`src/rtl/gbcb_pkg.sv`:
```
// shared types and constants of the clipped glyph block blitter
package gbcb_pkg;

  // glyph block geometry
  localparam int BLOCK_COLS = 6;
  localparam int BLOCK_ROWS = 12;
  localparam int MAX_ROWS   = 12;
  localparam int MASK_W     = 6;
  localparam int GLYPH_BITS = 72;

  localparam int EMIT_ROWS = (BLOCK_ROWS < MAX_ROWS) ? BLOCK_ROWS : MAX_ROWS;
  localparam int MASK_COLS = (BLOCK_COLS < MASK_W) ? BLOCK_COLS : MASK_W;
  localparam int PAD_BITS  = EMIT_ROWS * BLOCK_COLS;

  // last_row marks row BLOCK_ROWS-1, which may lie beyond the emitted rows
  localparam int   LAST_FLAG_ROW = BLOCK_ROWS - 1;
  localparam logic LAST_FLAG_ON  = (BLOCK_ROWS <= MAX_ROWS);

  // field widths
  localparam int REG_W  = 13;
  localparam int CW     = 15;   // clip edge arithmetic, signed
  localparam int OFS_W  = 6;    // lane offset, covers the block size range
  localparam int ADDR_W = 25;
  localparam int ROW_W  = 4;
  localparam int COLOR_W = 16;
  localparam int IDX_W  = 3;

  typedef enum logic [IDX_W-1:0] {
    REG_CLIP_LEFT      = 3'd0,
    REG_CLIP_TOP       = 3'd1,
    REG_CLIP_WIDTH     = 3'd2,
    REG_CLIP_HEIGHT    = 3'd3,
    REG_SURFACE_WIDTH  = 3'd4,
    REG_SURFACE_HEIGHT = 3'd5,
    REG_ROW_PITCH      = 3'd6
  } cfg_reg_e;

  // effective clip rectangle plus pitch
  typedef struct packed {
    logic signed [CW-1:0] left;
    logic signed [CW-1:0] right;
    logic signed [CW-1:0] top;
    logic signed [CW-1:0] bottom;
    logic [REG_W-1:0]     pitch;
  } clip_t;

  // one block handed to the row emitter
  typedef struct packed {
    logic [EMIT_ROWS-1:0][MASK_W-1:0] masks;
    logic [ADDR_W-1:0]                addr;
    logic [COLOR_W-1:0]               color;
  } load_t;

endpackage

```
`src/rtl/gbcb_cfg.sv`:
```
// configuration registers and effective clip rectangle
module gbcb_cfg (
  input  logic                         clk_i,
  input  logic                         rst_ni,
  input  logic                         cfg_we_i,
  input  logic [gbcb_pkg::IDX_W-1:0]   cfg_index_i,
  input  logic [gbcb_pkg::REG_W-1:0]   cfg_data_i,
  output gbcb_pkg::clip_t              clip_o
);

  logic [gbcb_pkg::REG_W-1:0] clip_left_q, clip_top_q, clip_width_q, clip_height_q;
  logic [gbcb_pkg::REG_W-1:0] surf_width_q, surf_height_q, row_pitch_q;

  always_ff @(posedge clk_i or negedge rst_ni) begin
    if (!rst_ni) begin
      clip_left_q   <= '0;
      clip_top_q    <= '0;
      clip_width_q  <= '0;
      clip_height_q <= '0;
      surf_width_q  <= '0;
      surf_height_q <= '0;
      row_pitch_q   <= '0;
    end else if (cfg_we_i) begin
      case (gbcb_pkg::cfg_reg_e'(cfg_index_i))
        gbcb_pkg::REG_CLIP_LEFT:      clip_left_q   <= cfg_data_i;
        gbcb_pkg::REG_CLIP_TOP:       clip_top_q    <= cfg_data_i;
        gbcb_pkg::REG_CLIP_WIDTH:     clip_width_q  <= cfg_data_i;
        gbcb_pkg::REG_CLIP_HEIGHT:    clip_height_q <= cfg_data_i;
        gbcb_pkg::REG_SURFACE_WIDTH:  surf_width_q  <= cfg_data_i;
        gbcb_pkg::REG_SURFACE_HEIGHT: surf_height_q <= cfg_data_i;
        gbcb_pkg::REG_ROW_PITCH:      row_pitch_q   <= cfg_data_i;
        default: ;
      endcase
    end
  end

  logic signed [gbcb_pkg::CW-1:0] left_raw, top_raw, right_raw, bottom_raw;
  logic signed [gbcb_pkg::CW-1:0] sw_ext, sh_ext;

  always_comb begin
    left_raw   = {{(gbcb_pkg::CW-gbcb_pkg::REG_W){clip_left_q[gbcb_pkg::REG_W-1]}},
                  clip_left_q};
    top_raw    = {{(gbcb_pkg::CW-gbcb_pkg::REG_W){clip_top_q[gbcb_pkg::REG_W-1]}},
                  clip_top_q};
    right_raw  = left_raw + $signed({{(gbcb_pkg::CW-gbcb_pkg::REG_W){1'b0}}, clip_width_q});
    bottom_raw = top_raw + $signed({{(gbcb_pkg::CW-gbcb_pkg::REG_W){1'b0}}, clip_height_q});
    sw_ext     = $signed({{(gbcb_pkg::CW-gbcb_pkg::REG_W){1'b0}}, surf_width_q});
    sh_ext     = $signed({{(gbcb_pkg::CW-gbcb_pkg::REG_W){1'b0}}, surf_height_q});

    // negative near edge raised to zero without moving the far edge; far edge limited to the surface size
    clip_o.left   = left_raw[gbcb_pkg::CW-1] ? '0 : left_raw;
    clip_o.top    = top_raw[gbcb_pkg::CW-1] ? '0 : top_raw;
    clip_o.right  = (right_raw > sw_ext) ? sw_ext : right_raw;
    clip_o.bottom = (bottom_raw > sh_ext) ? sh_ext : bottom_raw;
    clip_o.pitch  = row_pitch_q;
  end

endmodule

```
`src/rtl/gbcb_lane.sv`:
```
// one span lane: is base plus offset inside [lo, hi)
module gbcb_lane (
  input  logic signed [gbcb_pkg::REG_W-1:0] base_i,
  input  logic        [gbcb_pkg::OFS_W-1:0] offset_i,
  input  logic signed [gbcb_pkg::CW-1:0]    lo_i,
  input  logic signed [gbcb_pkg::CW-1:0]    hi_i,
  output logic                              inside_o
);

  logic signed [gbcb_pkg::CW-1:0] pos;

  always_comb begin
    pos = $signed({{(gbcb_pkg::CW-gbcb_pkg::REG_W){base_i[gbcb_pkg::REG_W-1]}}, base_i})
        + $signed({{(gbcb_pkg::CW-gbcb_pkg::OFS_W){1'b0}}, offset_i});
    inside_o = (pos >= lo_i) && (pos < hi_i);
  end

endmodule

```
`src/rtl/gbcb_emit.sv`:
```
// row emitter: one row result per cycle from a loaded block
module gbcb_emit (
  input  logic                              clk_i,
  input  logic                              rst_ni,
  input  logic                              load_i,
  input  gbcb_pkg::load_t                   load_data_i,
  input  logic [gbcb_pkg::REG_W-1:0]        pitch_i,
  output logic                              free_o,
  output logic                              row_valid_o,
  output logic signed [gbcb_pkg::ADDR_W-1:0] row_address_o,
  output logic [gbcb_pkg::MASK_W-1:0]       write_mask_o,
  output logic [gbcb_pkg::COLOR_W-1:0]      pixel_value_o,
  output logic [gbcb_pkg::ROW_W-1:0]        row_number_o,
  output logic                              last_row_o
);

  logic                                             act_q, act_d;
  logic [gbcb_pkg::ROW_W-1:0]                       row_q, row_d;
  logic [gbcb_pkg::EMIT_ROWS-1:0][gbcb_pkg::MASK_W-1:0] masks_q, masks_d;
  logic [gbcb_pkg::ADDR_W-1:0]                      addr_q, addr_d;
  logic [gbcb_pkg::COLOR_W-1:0]                     color_q, color_d;
  logic                                             last;

  assign last   = (row_q == gbcb_pkg::ROW_W'(gbcb_pkg::EMIT_ROWS - 1));
  assign free_o = !act_q || last;

  always_comb begin
    act_d   = act_q;
    row_d   = row_q;
    masks_d = masks_q;
    addr_d  = addr_q;
    color_d = color_q;
    if (load_i) begin
      act_d   = 1'b1;
      row_d   = '0;
      masks_d = load_data_i.masks;
      addr_d  = load_data_i.addr;
      color_d = load_data_i.color;
    end else if (act_q) begin
      if (last) begin
        act_d = 1'b0;
      end else begin
        row_d   = row_q + 1'b1;
        masks_d = masks_q >> gbcb_pkg::MASK_W;
        addr_d  = addr_q + {{(gbcb_pkg::ADDR_W-gbcb_pkg::REG_W){1'b0}}, pitch_i};
      end
    end
  end

  always_ff @(posedge clk_i or negedge rst_ni) begin
    if (!rst_ni) begin
      act_q <= 1'b0;
      row_q <= '0;
    end else begin
      act_q <= act_d;
      row_q <= row_d;
    end
  end

  always_ff @(posedge clk_i) begin
    masks_q <= masks_d;
    addr_q  <= addr_d;
    color_q <= color_d;
  end

  assign row_valid_o   = act_q;
  assign row_address_o = $signed(addr_q);
  assign write_mask_o  = masks_q[0];
  assign pixel_value_o = color_q;
  assign row_number_o  = row_q;
  assign last_row_o    = act_q && gbcb_pkg::LAST_FLAG_ON
                      && (row_q == gbcb_pkg::ROW_W'(gbcb_pkg::LAST_FLAG_ROW));

endmodule

```
`src/rtl/glyph_block_clipped_blit_unit.sv`:
```
// top level of the clipped glyph block blitter
// a block taken into the capture stage is loaded into the row emitter, whose registers drive its rows
// throughput: a drawn block gives 12 rows, one per cycle, back to back with the next
// block; a culled block leaves the capture stage without waiting; the row emitter sets the pace
// reset: asynchronous active low, clears config and control state, not data; results cannot be stalled
module glyph_block_clipped_blit_unit (
  input  logic                                clk_i,
  input  logic                                rst_ni,
  // block requests
  input  logic                                start_i,
  output logic                                busy_o,
  input  logic [63:0]                         bits_low_i,
  input  logic [7:0]                          bits_high_i,
  input  logic signed [gbcb_pkg::REG_W-1:0]   pos_x_i,
  input  logic signed [gbcb_pkg::REG_W-1:0]   pos_y_i,
  input  logic [gbcb_pkg::COLOR_W-1:0]        ink_color_i,
  // configuration
  input  logic                                cfg_valid_i,
  output logic                                cfg_ready_o,
  input  logic [gbcb_pkg::IDX_W-1:0]          cfg_index_i,
  input  logic [gbcb_pkg::REG_W-1:0]          cfg_data_i,
  // row results
  output logic                                row_valid_o,
  output logic signed [gbcb_pkg::ADDR_W-1:0]  row_address_o,
  output logic [gbcb_pkg::MASK_W-1:0]         write_mask_o,
  output logic [gbcb_pkg::COLOR_W-1:0]        pixel_value_o,
  output logic [gbcb_pkg::ROW_W-1:0]          row_number_o,
  output logic                                last_row_o
);

  // config port always ready; the user must write only while idle, the block itself does not enforce it
  assign cfg_ready_o = 1'b1;

  gbcb_pkg::clip_t clip;

  gbcb_cfg u_cfg (
    .clk_i       (clk_i),
    .rst_ni      (rst_ni),
    .cfg_we_i    (cfg_valid_i && cfg_ready_o),
    .cfg_index_i (cfg_index_i),
    .cfg_data_i  (cfg_data_i),
    .clip_o      (clip)
  );

  // capture stage: holds one request while the emitter finishes the previous block
  logic                                cap_valid_q, cap_valid_d;
  logic [gbcb_pkg::GLYPH_BITS-1:0]     glyph_q;
  logic signed [gbcb_pkg::REG_W-1:0]   pos_x_q, pos_y_q;
  logic [gbcb_pkg::COLOR_W-1:0]        color_q;
  logic                                accept, cap_take, load, cull, emit_free;

  // culled blocks leave at once, drawn ones wait for the emitter
  assign cap_take    = cap_valid_q && (cull || emit_free);
  assign load        = cap_valid_q && !cull && emit_free;
  assign busy_o      = cap_valid_q && !cap_take;
  assign accept      = start_i && !busy_o;
  assign cap_valid_d = accept || (cap_valid_q && !cap_take);

  always_ff @(posedge clk_i or negedge rst_ni) begin
    if (!rst_ni) begin
      cap_valid_q <= 1'b0;
    end else begin
      cap_valid_q <= cap_valid_d;
    end
  end

  always_ff @(posedge clk_i) begin
    if (accept) begin
      glyph_q <= {bits_high_i, bits_low_i};
      pos_x_q <= pos_x_i;
      pos_y_q <= pos_y_i;
      color_q <= ink_color_i;
    end
  end

  // cull test against the effective clip rectangle
  logic signed [gbcb_pkg::CW-1:0] px_w, py_w;
  localparam logic signed [gbcb_pkg::CW-1:0] COLS_S = gbcb_pkg::CW'(gbcb_pkg::BLOCK_COLS);
  localparam logic signed [gbcb_pkg::CW-1:0] ROWS_S = gbcb_pkg::CW'(gbcb_pkg::BLOCK_ROWS);

  always_comb begin
    px_w = {{(gbcb_pkg::CW-gbcb_pkg::REG_W){pos_x_q[gbcb_pkg::REG_W-1]}}, pos_x_q};
    py_w = {{(gbcb_pkg::CW-gbcb_pkg::REG_W){pos_y_q[gbcb_pkg::REG_W-1]}}, pos_y_q};
    cull = (px_w <= clip.left - COLS_S) || (py_w <= clip.top - ROWS_S)
        || (px_w >= clip.right) || (py_w >= clip.bottom);
  end

  // column lanes: horizontal clip test per block column
  logic [gbcb_pkg::MASK_COLS-1:0] col_in;
  for (genvar c = 0; c < gbcb_pkg::MASK_COLS; c++) begin : g_col
    gbcb_lane u_col_lane (
      .base_i   (pos_x_q),
      .offset_i (gbcb_pkg::OFS_W'(c)),
      .lo_i     (clip.left),
      .hi_i     (clip.right),
      .inside_o (col_in[c])
    );
  end

  // row lanes: vertical clip test per emitted row
  logic [gbcb_pkg::EMIT_ROWS-1:0] row_in;
  for (genvar r = 0; r < gbcb_pkg::EMIT_ROWS; r++) begin : g_row
    gbcb_lane u_row_lane (
      .base_i   (pos_y_q),
      .offset_i (gbcb_pkg::OFS_W'(r)),
      .lo_i     (clip.top),
      .hi_i     (clip.bottom),
      .inside_o (row_in[r])
    );
  end

  // merge: glyph bits gated by column and row lanes
  // pixels past the 72 stored bits read as zero through the padding
  logic [gbcb_pkg::PAD_BITS-1:0] glyph_pad;
  gbcb_pkg::load_t               load_data;
  logic signed [26:0]            prod;

  always_comb begin
    glyph_pad = gbcb_pkg::PAD_BITS'({{gbcb_pkg::PAD_BITS{1'b0}}, glyph_q});
    load_data.masks = '0;
    for (int r = 0; r < gbcb_pkg::EMIT_ROWS; r++) begin
      for (int c = 0; c < gbcb_pkg::MASK_COLS; c++) begin
        load_data.masks[r][c] = row_in[r] && col_in[c]
                             && glyph_pad[r*gbcb_pkg::BLOCK_COLS + c];
      end
    end
  end

  // first row address, later rows step by the pitch in the emitter
  assign prod = $signed({{(27-gbcb_pkg::REG_W){pos_y_q[gbcb_pkg::REG_W-1]}}, pos_y_q})
              * $signed({{(27-gbcb_pkg::REG_W){1'b0}}, clip.pitch});
  assign load_data.addr  = prod[gbcb_pkg::ADDR_W-1:0]
                         + {{(gbcb_pkg::ADDR_W-gbcb_pkg::REG_W){pos_x_q[gbcb_pkg::REG_W-1]}},
                            pos_x_q};
  assign load_data.color = color_q;

  gbcb_emit u_emit (
    .clk_i         (clk_i),
    .rst_ni        (rst_ni),
    .load_i        (load),
    .load_data_i   (load_data),
    .pitch_i       (clip.pitch),
    .free_o        (emit_free),
    .row_valid_o   (row_valid_o),
    .row_address_o (row_address_o),
    .write_mask_o  (write_mask_o),
    .pixel_value_o (pixel_value_o),
    .row_number_o  (row_number_o),
    .last_row_o    (last_row_o)
  );

  // rows of one block come out without gaps
  a_rows_contiguous: assert property (@(posedge clk_i) disable iff (!rst_ni)
    (row_valid_o && row_number_o != gbcb_pkg::ROW_W'(gbcb_pkg::EMIT_ROWS - 1))
      |=> (row_valid_o && row_number_o == $past(row_number_o) + 1'b1))
    else $error("row sequence broken");

  // a block starts only from a captured request that passed the cull test
  a_first_row_loaded: assert property (@(posedge clk_i) disable iff (!rst_ni)
    (row_valid_o && row_number_o == '0) |-> $past(cap_valid_q && !cull))
    else $error("first row without a drawn request");

  // last row flag only on a valid result
  a_last_valid: assert property (@(posedge clk_i) disable iff (!rst_ni)
    last_row_o |-> row_valid_o)
    else $error("last row flag without a result");

endmodule

```
`config.mk`:
```
export PLATFORM = sky130hd
export DESIGN_NAME = glyph_block_clipped_blit_unit
export DESIGN_NICKNAME = d
export VERILOG_FILES = /design/src/rtl/gbcb_pkg.sv /design/src/rtl/gbcb_cfg.sv /design/src/rtl/gbcb_lane.sv /design/src/rtl/gbcb_emit.sv /design/src/rtl/glyph_block_clipped_blit_unit.sv
export SDC_FILE = /design/constraint.sdc
export NUM_CORES = 2
export LEC_CHECK = 0
export BUFFER_PORTS_ARGS = -buffer_cell sky130_fd_sc_hd__buf_4
export CAP_MARGIN = 25
export CORE_MARGIN = 5
export CORE_UTILIZATION = 40
export CTS_BUF_LIST = sky130_fd_sc_hd__clkbuf_8
export DETAILED_ROUTE_END_ITERATION = 8
export REMOVE_ABC_BUFFERS = 1
export SLEW_MARGIN = 10
export SYNTH_ARGS = -nofsm -noshare
export SYNTH_HDL_FRONTEND = slang
export SYNTH_SLANG_ARGS = --single-unit
```
`constraint.sdc`:
```
create_clock -name clk_i -period 36.3 [get_ports clk_i]
set_input_delay 7.26 -clock clk_i [delete_from_list [all_inputs] [get_ports clk_i]]
set_output_delay 7.26 -clock clk_i [all_outputs]
set_load 0.01 [all_outputs]
```
==> results by group <==
Die
  – # rows: 108
  – Chip width: 304 µm
  – Die Y: 304 µm
  – Initial core utilization: 0.401
  – Core Footprint: 86300 µm²
  – Die area: 92500 µm²
  – Ports: 189

Worst setup path
  – Reg2reg end: glyph_pad[35]
  – Startpoint Class: flop
  – FF-to-FF path depth: 29
  – Crit path arrival time: 8.40 ns
  – Critical Path Sink Type: primary output
  – Worst path required time: 29.04 ns
  – R2r setup slk: 26.70 ns
  – Worst Path Max Fanout: 10
  – Critical path class: flop to primary output
  – Worst r2r src: u_cfg.clip_width_q[0]

Synth
  – Register area share after synthesis: 0.267
  – Synth Cell Area: 34600 µm²
  – Ys async rst share: 0.299
  – Post-synth EDFFs: 227
  – FF+latch count, synth: 324
  – Mean Syn Cell Area: 9.71 µm²
  – Library cells used by synthesis: 92
  – Synth warnings: 0
  – Mapped Cells: 3564
  – Main synth FF type: edfxtp_1

Timing
  – Crit path setup slack, layout: 20.64 ns
  – RSZ-0062 raised after global routing: false
  – Final Max Slew Viols: 0
  – Slew margin rel.: 0.241
  – Maximum clock rate: 0.0638 GHz
  – Final hold violation count: 0
  – Period utilization: 0.432
  – # setup viols final: 0
  – Final min period: 15.66 ns
  – Clock skew: 0.0415 ns
  – Setup TNS: 0 ns
  – Actual slew at the worst max-slew pin: 1.11 ns

GRT
  – Vias in the first global route: 27.9k
  – Largest net degree at the start of global routing: 73
  – GRT Overall Usage: 0.230
  – Residual overflow from global routing: 0
  – First-pass GRT wire length: 168000 µm
  – Initial antenna violation count: 6

Power and ir drop
  – Comb power frac: 0.762
  – Net switching fraction of the power: 0.490
  – Switching pwr: 1.94 mW
  – Total power: 3.96 mW
  – Clk network pwr share: 0.087
  – Cell leakage power: 17.5 nW
  – Register share of total power: 0.151
  – Pwr dens: 102 nW/µm²
  – Internal power: 2.02 mW
  – Worst VDD drop: 0.183 mV

Detailed routing
  – Met1 Wirelength: 47800 µm
  – TritonRoute pass-1 iters: 5
  – Antenna viol nets, final: 0
  – Vias: 28.0k
  – Met3 WL: 6660 µm
  – Met2 WL post-DR: 51800 µm
  – Initial DRC Count: 2096
  – Drc violations: 0
  – Routed WL: 110000 µm
  – DR vias/cell: 5.63
  – Drt wl/cell: 22.0 µm
  – Max layer used: met5

Layout
  – Area growth, synth to finish: 12.1%
  – Fill cell count: 8287
  – Cell area after layout: 38800 µm²
  – Layout net count: 4652
  – Share of layout cells above drive strength 1: 0.126
  – Post-layout util: 0.449

Min path
  – Hold path cells: 0
  – Worst Hold Class: flop to flop
  – Hold_sp: color_q[9]
  – Hold Path Sink: u_emit.pixel_value_o[9]

Status
  – Outcome: complete, no violations

Clocking
  – CTS H-tree lvls: 2
  – Clk_lat worst skew: 0.70 ns
  – Post-CTS Setup Bufs: 0
  – Post-CTS sizing: 0
  – Reg clk slew, reported paths: 0.06 ns
  – Clk root buf: clkbuf_8
  – CTS Hold Bufs: 0
  – CTS tree: done
  – CTS Buf Count: 55
  – Longest Clk Path Bufs: 3
  – # clock sinks: 324

Placed design
  – Post-DP HPWL: 82700 µm
  – Placement Setup Slack: 21.08 ns
  – PortBufs: 187
  – Placed cell areas: 37600 µm²
  – Gpl congestion: 0.913

Job
  – Max cap viols: 0
[Yosys cell counts, drive strengths merged (25+ instances only)]
cell type,n,area share
o21ai,125,0.018
xnor2,161,0.041
nor2b,51,0.0094
mux2i,30,0.0087
a211oi,25,0.0056
xor2,87,0.022
mux2,82,0.027
nand4,68,0.012
nand3,79,0.011
nand2b,62,0.011
nor3,52,0.0077
dfrtp,97,0.070
o21a,87,0.019
fa,145,0.084
nor4,29,0.0059
a21o,83,0.018
o31ai,37,0.0094
clkbuf,66,0.0072
nand2,307,0.033
inv,300,0.033
a32o,41,0.012
and3,26,0.0048
ha,598,0.22
nor2,197,0.021
buf,46,0.0066
edfxtp,227,0.20
a21oi,164,0.024
and2,64,0.012
[worst max-delay path, stage by stage (launching register included)]
cell and delay (ns):
dfrtp_1 0.37, ha_1 0.23, fa_1 0.42, a21o_1 0.22
a2111oi_4 0.44, o21ai_0 0.17, xnor2_1 0.31, inv_1 0.10
ha_1 0.30, a21oi_1 0.14, nor2_1 0.06, a211oi_1 0.27
a21oi_1 0.22, o31a_1 0.51, nor3_1 0.43, buf_2 0.27
mux2i_1 0.71, ha_1 0.25, nand4_1 0.13, nor2_1 0.19
nand2_1 0.07, or4_1 0.56, a22o_1 0.26, o31ai_4 0.35
mux2i_1 0.13, buf_4 0.19, nor2_1 0.24, buf_4 0.18
[power by group through the flow]
stage                     Sequential [mW]  Clock, mW  Combinational [mW]
after floorplan                     0.608          0                2.23
after global placement              0.601          0                2.98
after detailed placement            0.603          0                3.01
after CTS                           0.596      0.357                3.03
after global routing                0.607      0.372                3.43
final                               0.597      0.345                3.02
[area by class of cell]
type / instances / area (µm²) / share of cell area
multi-input combinational: 2826 / 23800 / 0.614
tap: 1155 / 1450 / 0.0372
antenna: 3 / 7.51 / 0.000193
clock inverter: 41 / 303 / 0.00780
sequential: 324 / 9240 / 0.238
timing repair buffer: 266 / 2000 / 0.0515
inverter: 302 / 1130 / 0.0292
clock buffer: 61 / 840 / 0.0216
[stage by stage]
| step | std cells | hold slack [ns] |
|---|---|---|
| after floorplan | 3452 | 0.400 |
| after global placement | 4867 | 0.400 |
| after detailed placement | 4870 | 0.405 |
| after CTS | 4972 | 0.416 |
| after global routing | 4978 | 0.416 |
| final | 4978 | 0.415 |
[state kept, by name (all words and copies together), names as in the netlist]
| name | cells |
|---|---|
| u_emit.write_mask_o | 6 |
| u_emit.row_address_o | 25 |
| u_cfg.clip_top_q | 13 |
| u_cfg.clip_height_q | 13 |
| u_cfg.clip_width_q | 13 |
| cap_valid_q | 1 |
| u_emit.masks_q | 66 |
| u_cfg.surf_width_q | 13 |
| color_q | 16 |
| pos_x_q | 13 |
| pos_y_q | 13 |
| u_emit.pixel_value_o | 16 |
| u_emit.row_number_o | 4 |
| glyph_pad | 72 |
| u_cfg.clip_left_q | 13 |
| u_cfg.surf_height_q | 13 |
| u_cfg.row_pitch_q | 13 |
| u_emit.row_valid_o | 1 |
[how the worst max path moves through the flow]
| stage | start | endpoint | cells past startpoint | slack [ns] |
|---|---|---|---|---|
| floorplan | u_cfg.clip_height_q[0] | busy_o | 30 | 21.44 |
| global placement | u_cfg.clip_left_q[0] | busy_o | 26 | 21.12 |
| detailed placement | u_cfg.clip_width_q[0] | busy_o | 26 | 21.08 |
| CTS | u_cfg.clip_width_q[0] | busy_o | 26 | 20.29 |
| global route | u_cfg.clip_width_q[0] | busy_o | 27 | 19.99 |
| finish | u_cfg.clip_width_q[0] | busy_o | 27 | 20.64 |
[metal layers]
| metal | up-vias | GRT usage |
|---|---|---|
| met5 | - | 0 |
| met4 | 2 | 0.0705 |
| met3 | 186 | 0.0317 |
| met2 | 915 | 0.387 |
| met1 | 13700 | 0.309 |
| li1 | 13300 | - |
[cell families (layout without fill, tap and decap cells)]
| logic type | Yosys count | after routing | synth area share |
|---|---|---|---|
| AND/OR/NAND/NOR | 987 | 987 | 0.140 |
| adder cells (fa/ha/maj) | 753 | 753 | 0.303 |
| AO/OA/AOI/OAI | 725 | 725 | 0.145 |
| buffers and inverters | 414 | 670 | 0.0465 |
| flip-flops | 324 | 324 | 0.267 |
| XOR/XNOR | 248 | 248 | 0.0627 |
| multiplexers | 112 | 112 | 0.0353 |
| other | 1 | 4 | 0.000108 |
[placed cells by master (no fill, tap or decap), drive strengths merged, types with 68 or more instances in the layout]
cell and n:
a21o 83, a21oi 164, buf 266, dfrtp 97, edfxtp 227, fa 145
ha 598, inv 313, mux2 82, nand2 307, nand3 79, nand4 68
nor2 197, o21a 87, o21ai 125, xnor2 161, xor2 87
(Power assumes the default switching activity.)
